<file path="src/rtl/mppc_pkg.sv">
// ----------------------------------------------------------------------------
// mppc_pkg
// Shared widths, constants and codes for the motor position PI controller.
// ----------------------------------------------------------------------------
`default_nettype none

package mppc_pkg;

    // default encoder delta width
    localparam int DELTA_WIDTH_DEF = 16;

    // field widths
    localparam int POS_W   = 32;
    localparam int VEL_W   = 30;
    localparam int DUTY_W  = 17;
    localparam int TGT_W   = 9;
    localparam int GAIN_W  = 16;
    localparam int INTV_W  = 16;
    localparam int CHAR_W  = 8;
    localparam int CFG_IDX_W = 2;

    // shift-add multiplier: multiplier operand is consumed msb first
    localparam int MUL_B_W = 17;
    localparam int MUL_A_W = 43;
    localparam int MUL_P_W = MUL_A_W + MUL_B_W;

    // restoring divider: 48-bit dividend, 16-bit divisor
    localparam int DIV_N   = 48;
    localparam int REM_W   = INTV_W + 1;

    // step counter covers the longest sweep
    localparam int CNT_W   = $clog2(DIV_N);

    // control path widths
    localparam int ERR_W   = DIV_N + 3;
    localparam int ACC_W   = MUL_P_W + 1;
    localparam int Q_SHIFT = 24;
    localparam int KI_SHIFT = 8;
    localparam int DQ_W    = ACC_W - Q_SHIFT;

    // scale factors: velocity is 10000*delta, angle is position*360*256
    localparam logic [MUL_B_W-1:0] VEL_SCALE   = MUL_B_W'(10000);
    localparam logic [MUL_B_W-1:0] ANGLE_SCALE = MUL_B_W'(92160);

    // velocity saturation bounds
    localparam logic [DIV_N-1:0] VEL_POS_LIM = DIV_N'((64'd1 << (VEL_W - 1)) - 64'd1);
    localparam logic [DIV_N-1:0] VEL_NEG_LIM = DIV_N'(64'd1 << (VEL_W - 1));
    localparam logic signed [VEL_W-1:0] VEL_MAX = VEL_W'((64'd1 << (VEL_W - 1)) - 64'd1);
    localparam logic signed [VEL_W-1:0] VEL_MIN = VEL_W'(64'd1 << (VEL_W - 1));

    // error clamp, 2^42 in Q.8 degrees
    localparam logic signed [ERR_W-1:0] ERR_CLAMP  = ERR_W'(64'sd4398046511104);
    localparam logic signed [ERR_W-1:0] ERR_NCLAMP = -ERR_CLAMP;

    // rounding offset for truncation toward zero
    localparam logic [ACC_W-1:0] Q_ROUND = ACC_W'((64'd1 << Q_SHIFT) - 64'd1);

    // command characters
    localparam logic [CHAR_W-1:0] CMD_NEG180 = 8'h31;
    localparam logic [CHAR_W-1:0] CMD_NEG90  = 8'h32;
    localparam logic [CHAR_W-1:0] CMD_ZERO   = 8'h33;
    localparam logic [CHAR_W-1:0] CMD_POS90  = 8'h34;
    localparam logic [CHAR_W-1:0] CMD_POS180 = 8'h35;

    // target angles in degrees
    localparam logic signed [TGT_W-1:0] TGT_NEG180 = -9'sd180;
    localparam logic signed [TGT_W-1:0] TGT_NEG90  = -9'sd90;
    localparam logic signed [TGT_W-1:0] TGT_ZERO   = 9'sd0;
    localparam logic signed [TGT_W-1:0] TGT_POS90  = 9'sd90;
    localparam logic signed [TGT_W-1:0] TGT_POS180 = 9'sd180;

    // register indexes
    typedef enum logic [CFG_IDX_W-1:0] {
        CFG_KP    = 2'd0,
        CFG_KI    = 2'd1,
        CFG_LIMIT = 2'd2,
        CFG_CPT   = 2'd3
    } t_cfg_idx;

    // register reset values
    localparam logic [GAIN_W-1:0] KP_RST    = 16'd4588;
    localparam logic [GAIN_W-1:0] KI_RST    = 16'd6554;
    localparam logic [GAIN_W-1:0] LIMIT_RST = 16'd200;
    localparam logic [GAIN_W-1:0] CPT_RST   = 16'd1216;

endpackage

`default_nettype wire

</file>
<file path="src/rtl/motor_position_pi_controller.sv">
// ----------------------------------------------------------------------------
// motor_position_pi_controller
// PI position loop with encoder accumulation, velocity and angle estimation.
// ----------------------------------------------------------------------------
// A command word is taken whenever the block is idle and only changes the
// target angle. A tick word is not followed by another accepted word until
// its result has been written to the output register. With a zero interval
// the velocity division is skipped. The work goes into one shared shift-add
// multiplier that handles one multiplier bit per cycle (three 17-step
// products: 10000*delta, 92160*position and kp*error) and one restoring
// divider that produces one quotient bit per cycle (two 48-step quotients:
// velocity and angle), plus six steps for saturation, error, integrator and
// duty. A finished result waits in the output register while the next word
// is accepted; the duty step of that next tick then waits for as long as the
// held result is stalled.
`default_nettype none

module motor_position_pi_controller
    import mppc_pkg::*;
#(
    parameter int DELTA_WIDTH = DELTA_WIDTH_DEF
) (
    input  wire                         i_clk,
    input  wire                         i_rst_n,
    // config write
    input  wire                         i_cfg_valid,
    output logic                        o_cfg_ready,
    input  wire  [CFG_IDX_W-1:0]        i_cfg_index,
    input  wire  [GAIN_W-1:0]           i_cfg_data,
    // input words
    input  wire                         i_in_valid,
    output logic                        o_in_stall,
    input  wire                         i_mode,
    input  wire  [DELTA_WIDTH-1:0]      i_delta_raw,
    input  wire  [INTV_W-1:0]           i_delta_interval,
    input  wire  [CHAR_W-1:0]           i_command_char,
    // result words
    output logic                        o_out_valid,
    input  wire                         i_out_stall,
    output logic [GAIN_W-1:0]           o_duty_magnitude,
    output logic                        o_reverse_dir,
    output logic signed [POS_W-1:0]     o_position_count,
    output logic signed [VEL_W-1:0]     o_velocity,
    output logic                        o_velocity_invalid
);

    typedef enum logic [3:0] {
        S_IDLE, S_VMUL, S_VDIV, S_VSAT, S_AMUL, S_ADIV,
        S_ERR, S_KLD, S_KMUL, S_ACC1, S_ACC2, S_DUTY
    } t_state;

    // control state
    t_state                     r_state, n_state;
    logic [CNT_W-1:0]           r_cnt, n_cnt;
    logic                       r_out_valid, n_out_valid;

    // config registers
    logic [GAIN_W-1:0]          r_kp_gain, n_kp_gain;
    logic [GAIN_W-1:0]          r_ki_gain, n_ki_gain;
    logic [GAIN_W-1:0]          r_duty_limit, n_duty_limit;
    logic [GAIN_W-1:0]          r_cpt, n_cpt;

    // loop state
    logic signed [POS_W-1:0]    r_position, n_position;
    logic signed [DUTY_W-1:0]   r_duty_reg, n_duty_reg;
    logic                       r_error_side, n_error_side;
    logic signed [TGT_W-1:0]    r_target_angle, n_target_angle;

    // datapath registers
    logic [MUL_A_W-1:0]         r_mul_a, n_mul_a;
    logic [MUL_B_W-1:0]         r_mul_b, n_mul_b;
    logic [MUL_P_W-1:0]         r_mul_p, n_mul_p;
    logic [INTV_W-1:0]          r_div_d, n_div_d;
    logic [REM_W-1:0]           r_rem, n_rem;
    logic [DIV_N-1:0]           r_quo, n_quo;
    logic                       r_delta_neg, n_delta_neg;
    logic                       r_vel_inv, n_vel_inv;
    logic signed [VEL_W-1:0]    r_velocity, n_velocity;
    logic signed [ERR_W-1:0]    r_err, n_err;
    logic                       r_err_neg, n_err_neg;
    logic                       r_err_zero, n_err_zero;
    logic signed [ACC_W-1:0]    r_acc, n_acc;

    // output payload
    logic [GAIN_W-1:0]          r_out_mag, n_out_mag;
    logic                       r_out_rev, n_out_rev;
    logic signed [POS_W-1:0]    r_out_pos, n_out_pos;
    logic signed [VEL_W-1:0]    r_out_vel, n_out_vel;
    logic                       r_out_inv, n_out_inv;

    // delta sign extension and magnitude
    logic signed [DELTA_WIDTH-1:0]  w_delta_s;
    logic signed [POS_W-1:0]        w_delta_ext;
    logic [POS_W-1:0]               w_delta_mag;
    logic [POS_W-1:0]               w_pos_mag;

    assign w_delta_s   = i_delta_raw;
    assign w_delta_ext = POS_W'(w_delta_s);
    assign w_delta_mag = w_delta_ext[POS_W-1] ? $unsigned(-w_delta_ext)
                                              : $unsigned(w_delta_ext);
    assign w_pos_mag   = r_position[POS_W-1] ? $unsigned(-r_position)
                                             : $unsigned(r_position);

    // one shift-add step, multiplier bits msb first
    logic [MUL_P_W-1:0] w_mul_step;
    assign w_mul_step = {r_mul_p[MUL_P_W-2:0], 1'b0}
                      + (r_mul_b[MUL_B_W-1] ? MUL_P_W'(r_mul_a) : '0);

    // one restoring division step
    logic [REM_W-1:0]   w_div_t;
    logic               w_div_ge;
    logic [REM_W-1:0]   w_rem_next;
    logic [DIV_N-1:0]   w_quo_next;
    assign w_div_t    = {r_rem[REM_W-2:0], r_quo[DIV_N-1]};
    assign w_div_ge   = w_div_t >= REM_W'(r_div_d);
    assign w_rem_next = w_div_ge ? (w_div_t - REM_W'(r_div_d)) : w_div_t;
    assign w_quo_next = {r_quo[DIV_N-2:0], w_div_ge};

    // velocity from quotient magnitude
    logic [VEL_W-1:0]   w_vel_low;
    assign w_vel_low = r_quo[VEL_W-1:0];

    // angle error in Q.8 degrees
    logic signed [ERR_W-1:0] w_tgt_q8;
    logic signed [ERR_W-1:0] w_angle;
    assign w_tgt_q8 = ERR_W'($signed({r_target_angle, 8'b0}));
    assign w_angle  = $signed(ERR_W'(r_quo));

    // clamped error magnitude
    logic signed [ERR_W-1:0] w_err_abs;
    logic [MUL_A_W-1:0]      w_err_mag;
    assign w_err_abs = r_err[ERR_W-1] ? -r_err : r_err;
    assign w_err_mag = ((r_err > ERR_CLAMP) || (r_err < ERR_NCLAMP))
                     ? MUL_A_W'(ERR_CLAMP) : w_err_abs[MUL_A_W-1:0];

    // integrator terms, kept only while the error keeps its side
    logic                    w_same_side;
    logic signed [ACC_W-1:0] w_p_signed;
    logic signed [ACC_W-1:0] w_ki8;
    logic signed [ACC_W-1:0] w_ki_term;
    logic signed [ACC_W-1:0] w_duty_q24;
    assign w_same_side = (!r_err_neg) == r_error_side;
    assign w_p_signed  = r_err_neg ? -$signed(ACC_W'(r_mul_p)) : $signed(ACC_W'(r_mul_p));
    assign w_ki8       = $signed(ACC_W'(r_ki_gain) << KI_SHIFT);
    assign w_ki_term   = (w_same_side && !r_err_zero) ? (r_err_neg ? -w_ki8 : w_ki8) : '0;
    assign w_duty_q24  = w_same_side ? (ACC_W'(r_duty_reg) <<< Q_SHIFT) : '0;

    // duty: truncate toward zero, then saturate
    logic [ACC_W-1:0]        w_acc_rnd;
    logic signed [DQ_W-1:0]  w_duty_t;
    logic signed [DQ_W-1:0]  w_lim;
    logic signed [DQ_W-1:0]  w_duty_sat;
    logic signed [DQ_W-1:0]  w_duty_abs;
    assign w_acc_rnd  = r_acc[ACC_W-1] ? ($unsigned(r_acc) + Q_ROUND) : $unsigned(r_acc);
    assign w_duty_t   = w_acc_rnd[ACC_W-1:Q_SHIFT];
    assign w_lim      = $signed(DQ_W'(r_duty_limit));
    assign w_duty_sat = (w_duty_t > w_lim)  ? w_lim :
                        (w_duty_t < -w_lim) ? -w_lim : w_duty_t;
    assign w_duty_abs = w_duty_sat[DQ_W-1] ? -w_duty_sat : w_duty_sat;

    // next-state logic
    always_comb begin
        n_state        = r_state;
        n_cnt          = r_cnt;
        n_out_valid    = r_out_valid;
        n_kp_gain      = r_kp_gain;
        n_ki_gain      = r_ki_gain;
        n_duty_limit   = r_duty_limit;
        n_cpt          = r_cpt;
        n_position     = r_position;
        n_duty_reg     = r_duty_reg;
        n_error_side   = r_error_side;
        n_target_angle = r_target_angle;
        n_mul_a        = r_mul_a;
        n_mul_b        = r_mul_b;
        n_mul_p        = r_mul_p;
        n_div_d        = r_div_d;
        n_rem          = r_rem;
        n_quo          = r_quo;
        n_delta_neg    = r_delta_neg;
        n_vel_inv      = r_vel_inv;
        n_velocity     = r_velocity;
        n_err          = r_err;
        n_err_neg      = r_err_neg;
        n_err_zero     = r_err_zero;
        n_acc          = r_acc;
        n_out_mag      = r_out_mag;
        n_out_rev      = r_out_rev;
        n_out_pos      = r_out_pos;
        n_out_vel      = r_out_vel;
        n_out_inv      = r_out_inv;

        // config writes
        if (i_cfg_valid) begin
            case (t_cfg_idx'(i_cfg_index))
                CFG_KP:    n_kp_gain    = i_cfg_data;
                CFG_KI:    n_ki_gain    = i_cfg_data;
                CFG_LIMIT: n_duty_limit = i_cfg_data;
                CFG_CPT:   n_cpt        = i_cfg_data;
                default:   n_kp_gain    = r_kp_gain;
            endcase
        end

        // result taken downstream
        if (r_out_valid && !i_out_stall) begin
            n_out_valid = 1'b0;
        end

        case (r_state)
            S_IDLE: begin
                if (i_in_valid) begin
                    if (i_mode) begin
                        // setpoint command
                        case (i_command_char)
                            CMD_NEG180: n_target_angle = TGT_NEG180;
                            CMD_NEG90:  n_target_angle = TGT_NEG90;
                            CMD_ZERO:   n_target_angle = TGT_ZERO;
                            CMD_POS90:  n_target_angle = TGT_POS90;
                            CMD_POS180: n_target_angle = TGT_POS180;
                            default:    n_target_angle = r_target_angle;
                        endcase
                    end else begin
                        // control tick: accumulate and start 10000*|delta|
                        n_position  = r_position + w_delta_ext;
                        n_delta_neg = w_delta_ext[POS_W-1];
                        n_vel_inv   = (i_delta_interval == '0);
                        n_div_d     = i_delta_interval;
                        n_mul_a     = MUL_A_W'(w_delta_mag);
                        n_mul_b     = VEL_SCALE;
                        n_mul_p     = '0;
                        n_cnt       = CNT_W'(MUL_B_W - 1);
                        n_state     = S_VMUL;
                    end
                end
            end
            S_VMUL: begin
                n_mul_p = w_mul_step;
                n_mul_b = {r_mul_b[MUL_B_W-2:0], 1'b0};
                n_cnt   = r_cnt - CNT_W'(1);
                if (r_cnt == '0) begin
                    if (r_vel_inv) begin
                        n_state = S_VSAT;
                    end else begin
                        n_quo   = w_mul_step[DIV_N-1:0];
                        n_rem   = '0;
                        n_cnt   = CNT_W'(DIV_N - 1);
                        n_state = S_VDIV;
                    end
                end
            end
            S_VDIV: begin
                n_rem = w_rem_next;
                n_quo = w_quo_next;
                n_cnt = r_cnt - CNT_W'(1);
                if (r_cnt == '0) begin
                    n_state = S_VSAT;
                end
            end
            S_VSAT: begin
                // signed, saturated velocity
                if (r_vel_inv) begin
                    n_velocity = '0;
                end else if (r_delta_neg) begin
                    n_velocity = (r_quo > VEL_NEG_LIM) ? VEL_MIN : -$signed(w_vel_low);
                end else begin
                    n_velocity = (r_quo > VEL_POS_LIM) ? VEL_MAX : $signed(w_vel_low);
                end
                // start 92160*|position|
                n_mul_a = MUL_A_W'(w_pos_mag);
                n_mul_b = ANGLE_SCALE;
                n_mul_p = '0;
                n_cnt   = CNT_W'(MUL_B_W - 1);
                n_state = S_AMUL;
            end
            S_AMUL: begin
                n_mul_p = w_mul_step;
                n_mul_b = {r_mul_b[MUL_B_W-2:0], 1'b0};
                n_cnt   = r_cnt - CNT_W'(1);
                if (r_cnt == '0) begin
                    n_quo   = w_mul_step[DIV_N-1:0];
                    n_rem   = '0;
                    n_div_d = (r_cpt == '0) ? INTV_W'(1) : r_cpt;
                    n_cnt   = CNT_W'(DIV_N - 1);
                    n_state = S_ADIV;
                end
            end
            S_ADIV: begin
                n_rem = w_rem_next;
                n_quo = w_quo_next;
                n_cnt = r_cnt - CNT_W'(1);
                if (r_cnt == '0) begin
                    n_state = S_ERR;
                end
            end
            S_ERR: begin
                // target minus signed angle
                n_err   = r_position[POS_W-1] ? (w_tgt_q8 + w_angle) : (w_tgt_q8 - w_angle);
                n_state = S_KLD;
            end
            S_KLD: begin
                // start kp*|error|
                n_err_neg  = r_err[ERR_W-1];
                n_err_zero = (r_err == '0);
                n_mul_a    = w_err_mag;
                n_mul_b    = MUL_B_W'(r_kp_gain);
                n_mul_p    = '0;
                n_cnt      = CNT_W'(MUL_B_W - 1);
                n_state    = S_KMUL;
            end
            S_KMUL: begin
                n_mul_p = w_mul_step;
                n_mul_b = {r_mul_b[MUL_B_W-2:0], 1'b0};
                n_cnt   = r_cnt - CNT_W'(1);
                if (r_cnt == '0) begin
                    n_state = S_ACC1;
                end
            end
            S_ACC1: begin
                n_acc   = w_p_signed + w_ki_term;
                n_state = S_ACC2;
            end
            S_ACC2: begin
                n_acc   = r_acc + w_duty_q24;
                n_state = S_DUTY;
            end
            S_DUTY: begin
                // hand over once the output register is free
                if (!r_out_valid || !i_out_stall) begin
                    n_duty_reg   = DUTY_W'(w_duty_sat);
                    n_error_side = !r_err_neg;
                    n_out_mag    = w_duty_abs[GAIN_W-1:0];
                    n_out_rev    = w_duty_sat[DQ_W-1] || (w_duty_sat == '0);
                    n_out_pos    = r_position;
                    n_out_vel    = r_velocity;
                    n_out_inv    = r_vel_inv;
                    n_out_valid  = 1'b1;
                    n_state      = S_IDLE;
                end
            end
            default: begin
                n_state = S_IDLE;
            end
        endcase
    end

    // state and registered outputs
    always_ff @(posedge i_clk) begin
        if (!i_rst_n) begin
            r_state        <= S_IDLE;
            r_cnt          <= '0;
            r_out_valid    <= 1'b0;
            r_kp_gain      <= KP_RST;
            r_ki_gain      <= KI_RST;
            r_duty_limit   <= LIMIT_RST;
            r_cpt          <= CPT_RST;
            r_position     <= '0;
            r_duty_reg     <= '0;
            r_error_side   <= 1'b0;
            r_target_angle <= TGT_ZERO;
        end else begin
            r_state        <= n_state;
            r_cnt          <= n_cnt;
            r_out_valid    <= n_out_valid;
            r_kp_gain      <= n_kp_gain;
            r_ki_gain      <= n_ki_gain;
            r_duty_limit   <= n_duty_limit;
            r_cpt          <= n_cpt;
            r_position     <= n_position;
            r_duty_reg     <= n_duty_reg;
            r_error_side   <= n_error_side;
            r_target_angle <= n_target_angle;
        end
        r_mul_a     <= n_mul_a;
        r_mul_b     <= n_mul_b;
        r_mul_p     <= n_mul_p;
        r_div_d     <= n_div_d;
        r_rem       <= n_rem;
        r_quo       <= n_quo;
        r_delta_neg <= n_delta_neg;
        r_vel_inv   <= n_vel_inv;
        r_velocity  <= n_velocity;
        r_err       <= n_err;
        r_err_neg   <= n_err_neg;
        r_err_zero  <= n_err_zero;
        r_acc       <= n_acc;
        r_out_mag   <= n_out_mag;
        r_out_rev   <= n_out_rev;
        r_out_pos   <= n_out_pos;
        r_out_vel   <= n_out_vel;
        r_out_inv   <= n_out_inv;
    end

    // ports
    assign o_cfg_ready        = 1'b1;
    assign o_in_stall         = (r_state != S_IDLE);
    assign o_out_valid        = r_out_valid;
    assign o_duty_magnitude   = r_out_mag;
    assign o_reverse_dir      = r_out_rev;
    assign o_position_count   = r_out_pos;
    assign o_velocity         = r_out_vel;
    assign o_velocity_invalid = r_out_inv;

    // a new result only comes from the duty step
    a_result_from_duty: assert property (@(posedge i_clk) disable iff (!i_rst_n)
        $rose(r_out_valid) |-> $past(r_state == S_DUTY))
        else $error("result raised outside the duty step");

    // remainder stays below the divisor during division
    a_rem_below_div: assert property (@(posedge i_clk) disable iff (!i_rst_n)
        ((r_state == S_VDIV) || (r_state == S_ADIV)) |-> (r_rem < REM_W'(r_div_d)))
        else $error("divider remainder reached the divisor");

    // forward drive needs a nonzero magnitude
    a_dir_vs_mag: assert property (@(posedge i_clk) disable iff (!i_rst_n)
        (r_out_valid && !r_out_rev) |-> (r_out_mag != '0))
        else $error("forward direction with zero duty");

    // invalid velocity is reported as zero
    a_invalid_vel_zero: assert property (@(posedge i_clk) disable iff (!i_rst_n)
        (r_out_valid && r_out_inv) |-> (r_out_vel == '0))
        else $error("invalid velocity is not zero");

endmodule

`default_nettype wire
</file>
<file path="config.mk">
export PLATFORM = sky130hd
export DESIGN_NAME = motor_position_pi_controller
export DESIGN_NICKNAME = d
export VERILOG_FILES = /design/src/rtl/mppc_pkg.sv /design/src/rtl/motor_position_pi_controller.sv
export SDC_FILE = /design/constraint.sdc
export NUM_CORES = 2
export LEC_CHECK = 0
export BUFFER_PORTS_ARGS = -buffer_cell sky130_fd_sc_hd__buf_4
export CAP_MARGIN = 15
export CORE_AREA = 2 2 297 226
export DETAILED_ROUTE_END_ITERATION = 8
export DIE_AREA = 0 0 299 228
export PLACE_DENSITY_LB_ADDON = 0.08
export SLEW_MARGIN = 0
export SYNTH_ARGS = -nofsm -noshare
export SYNTH_HDL_FRONTEND = slang
export SYNTH_SLANG_ARGS = --single-unit
</file>
<file path="constraint.sdc">
create_clock -name i_clk -period 12.7 [get_ports i_clk]
set_input_delay 1.27 -clock i_clk [delete_from_list [all_inputs] [get_ports i_clk]]
set_output_delay 1.27 -clock i_clk [all_outputs]
set_load 0.03 [all_outputs]
</file>
==> impl_metrics.tcl <==
set metrics [dict create \
    run_status "finished clean" \
    vias 37399 \
    die_area_sq_um 68200 \
    avgSynthCellArea_sq_um 8.80 \
    fin_skew_ns 0.0588 \
    path_max_fanout 12 \
    startpoint_type "flop" \
    hold_viol 0 \
    arrival_ns 7.51 \
    grt_use_total_pct 36.8 \
    num_rows 82 \
    r2r_cells 20 \
    gp_congestion 1.03 \
    reg2reg_setup_slack_ns 5.58 \
    path_class "reg2reg" \
    area.growth.synth_to_final_pct 9.07 \
    port_buffers 145 \
    dp_hpwl_um 97800 \
    fin_crit_ns 7.12 \
    cts_sinks 556 \
    fp.dieH_um 228 \
    hold_end "o_velocity[7]$_DFFE_PP_" \
    cpMaxStageDelayCell "nor2_1" \
    syn_nets 5164 \
    setup_violations 0 \
    wire_per_inst_um 22.6 \
    regMostFlops "r_acc" \
    cp_num_buf_inv 1 \
    coreArea_sq_um 65700 \
    vdd_ir_drop_max_v 0.000221 \
    grt_setup_unrepaired "false" \
    clockRootBuffer "clkbuf_16" \
    postCtsHoldBufs 0 \
    slew_headroom_pct 21.5 \
    cp.required_ns 13.09 \
    p_sw_share_pct 41.0 \
    ys_ff_latch 556 \
    power_mw 8.21 \
    finalMaxSlewViolations 0 \
    drc 0 \
    maxCapViolations 0 \
    worstHoldStart "r_velocity[7]$_SDFFCE_PP0P_" \
    clock.fmax_ghz 0.140 \
    synth_ff_type "edfxtp_1" \
    grt_overflow_total 0 \
    crit_chain "nand4_1 > or4_1 > a2111o_1 > nor2_1 > and3_1 > xnor2_1 > ha_1 > nand4_1 > or4_1 > or3_1 > o311a_1 > nand2_1 > nand2_1 > and2_0 > nor2_1 > a21oi_1 > a21oi_1 > inv_1 > o41ai_2 > mux2_1" \
    yosysSeqAreaShare_pct 36.6 \
    async_reset_ff_share_pct 0 \
    cts_tree "built" \
    power.internal_mw 4.84 \
    p_sw_mw 3.36 \
    initial_utilization_pct 64.0 \
    dr.pass1.iters 6 \
    grt_pass1_wl_um 197000 \
    final_common_cell "nand2_1" \
    die_width_um 299 \
    final_cell_mix "nand2_1, edfxtp_1, nor2_1" \
    diodes 0 \
    pwr-share-comb_pct 40.3 \
    netlist_area_sq_um 42000 \
    ctsResizeCount 0 \
    largest_register_ffs 61 \
    vias_per_cell 6.51 \
    htree_levels 2 \
    slowest_delay_ns 0.74 \
    synthCells 4777 \
    min_path_type "reg2reg" \
    clk_latency_ns 0.66 \
    num-fill-cells 5293 \
    ant_nets 0 \
    nNetsFinal 5200 \
    finalCritPeriodShare_pct 56.1 \
    worstReg2RegStart "r_acc[24]$_DFFE_PP_" \
    r2r-end "o_duty_magnitude[8]$_DFFE_PP_" \
    antenna_found_initial 2 \
    drt_wl_total_um 130000 \
    path_clk_slew_ns 0.08 \
    ys_warn_count 0 \
    clkPwrFrac_pct 22.2 \
    tns_ns 0 \
    cts_buffers 57 \
    cts_setup_buffers 0 \
    drive_above_1_share_pct 7.67 \
    p_leak_nw 18.6 \
    grt_pass1_vias 33746 \
    grt_max_degree 80 \
    reg.largest.list "r_acc: 61 flops, r_mul_p: 60 flops, r_err: 50 flops" \
    power_density_nw_per_um2 179 \
    hold-path-cell-count 0 \
    p_seq_share_pct 37.4 \
    worstMarginPinSlew_ns 1.17 \
    io_pins 147 \
    cts_max_path_buffers 3 \
    cp_top_family "simple AND/OR/NAND/NOR gates" \
    drtIter0Drc 4677 \
    end_kind "flop" \
    synth_cell_type_count 101 \
    synth_edf_count 425 \
]
-- metal layers --
layer	up-vias	GRT usage [%]	part of all wire [%]
li1	17503	-	-
met1	17784	57.5	45
met2	1958	51.2	40
met3	152	9.50	13
met4	2	6.86	1.8
met5	-	0	0.010
-- power groups by stage --
stage          registers (mW)  logic [mW]  clock network (mW)
6_report                 3.07        3.31                1.82
5_1_grt                  3.10        3.63                1.91
4_1_cts                  3.05        3.25                1.84
3_5_place_dp             3.08        3.22                   0
3_3_place_gp             3.08        3.15                   0
2_1_floorplan            2.85        2.47                   0
-- kinds of logic after synthesis --
logic type                 share of synthesized area (%)
buffers and inverters                               3.84
muxes                                               1.44
DFF                                                 36.6
AOI/OAI and AO/OA                                   20.2
xor gates and xnor gates                            8.75
adders and majority gates                           9.77
other                                            0.00892
and+or+nand+nor                                     19.4
-- cells in the mapped netlist, drive strengths merged, types with 112 or more instances --
| cell type | number | area (sq um) |
|---|---|---|
| edfxtp | 425 | 12800 |
| clkbuf | 181 | 681 |
| a21oi | 348 | 1750 |
| nand2 | 515 | 1930 |
| xor2 | 194 | 1700 |
| o21ai | 326 | 1640 |
| nor2 | 401 | 1510 |
| dfxtp | 131 | 2620 |
| nand3 | 120 | 606 |
| ha | 317 | 3970 |
| inv | 213 | 800 |
| a21o | 112 | 841 |
| xnor2 | 225 | 1980 |
-- worst register-to-register path, delay by kind of cell (launching register included) --
family	cells	cell delay, ns
and+or+nand+nor	11	4.16
AOI/OAI and AO/OA	5	1.39
DFF	1	0.46
muxes	1	0.35
adders and majority gates	1	0.30
buffers and inverters	1	0.13
xor gates and xnor gates	1	0.07
-- cell type report --
type	count	area, sq um	share of cell area [%]
flip-flops and latches	556	15400	33.6
multi-input cells	3798	25100	54.8
clock buffers	75	1610	3.51
repair buffers	185	1400	3.04
inverters	215	810	1.77
well taps	882	1100	2.41
clock inverters	33	428	0.934
-- stage by stage --
step | hold slack, ns | area [sq um] | std cells | utilization, % | worst slack [ns]
floorplan | 0.400 | 42000 | 4777 | - | 7.02
global placement | 0.401 | 43800 | 5632 | 66.6 | 5.76
detailed placement | 0.405 | 43800 | 5632 | 66.6 | 5.64
CTS | 0.419 | 45800 | 5740 | 69.7 | 5.59
global route | 0.425 | 45800 | 5744 | 69.8 | 5.36
finish | 0.418 | 45800 | 5744 | 69.8 | 5.58
-- how the worst max path moves through the flow --
stage	start	endpoint	slack [ns]	depth (start not counted)
finish	r_acc[24]$_DFFE_PP_	o_duty_magnitude[8]$_DFFE_PP_	5.58	20
global route	r_acc[24]$_DFFE_PP_	o_duty_magnitude[8]$_DFFE_PP_	5.36	20
CTS	r_acc[24]$_DFFE_PP_	o_duty_magnitude[8]$_DFFE_PP_	5.59	19
detailed placement	r_acc[24]$_DFFE_PP_	o_duty_magnitude[8]$_DFFE_PP_	5.64	19
global placement	r_acc[24]$_DFFE_PP_	o_duty_magnitude[8]$_DFFE_PP_	5.76	19
floorplan	r_acc[24]$_DFFE_PP_	o_duty_magnitude[8]$_DFFE_PP_	7.02	20
Power figures use the tool's default switching activity.
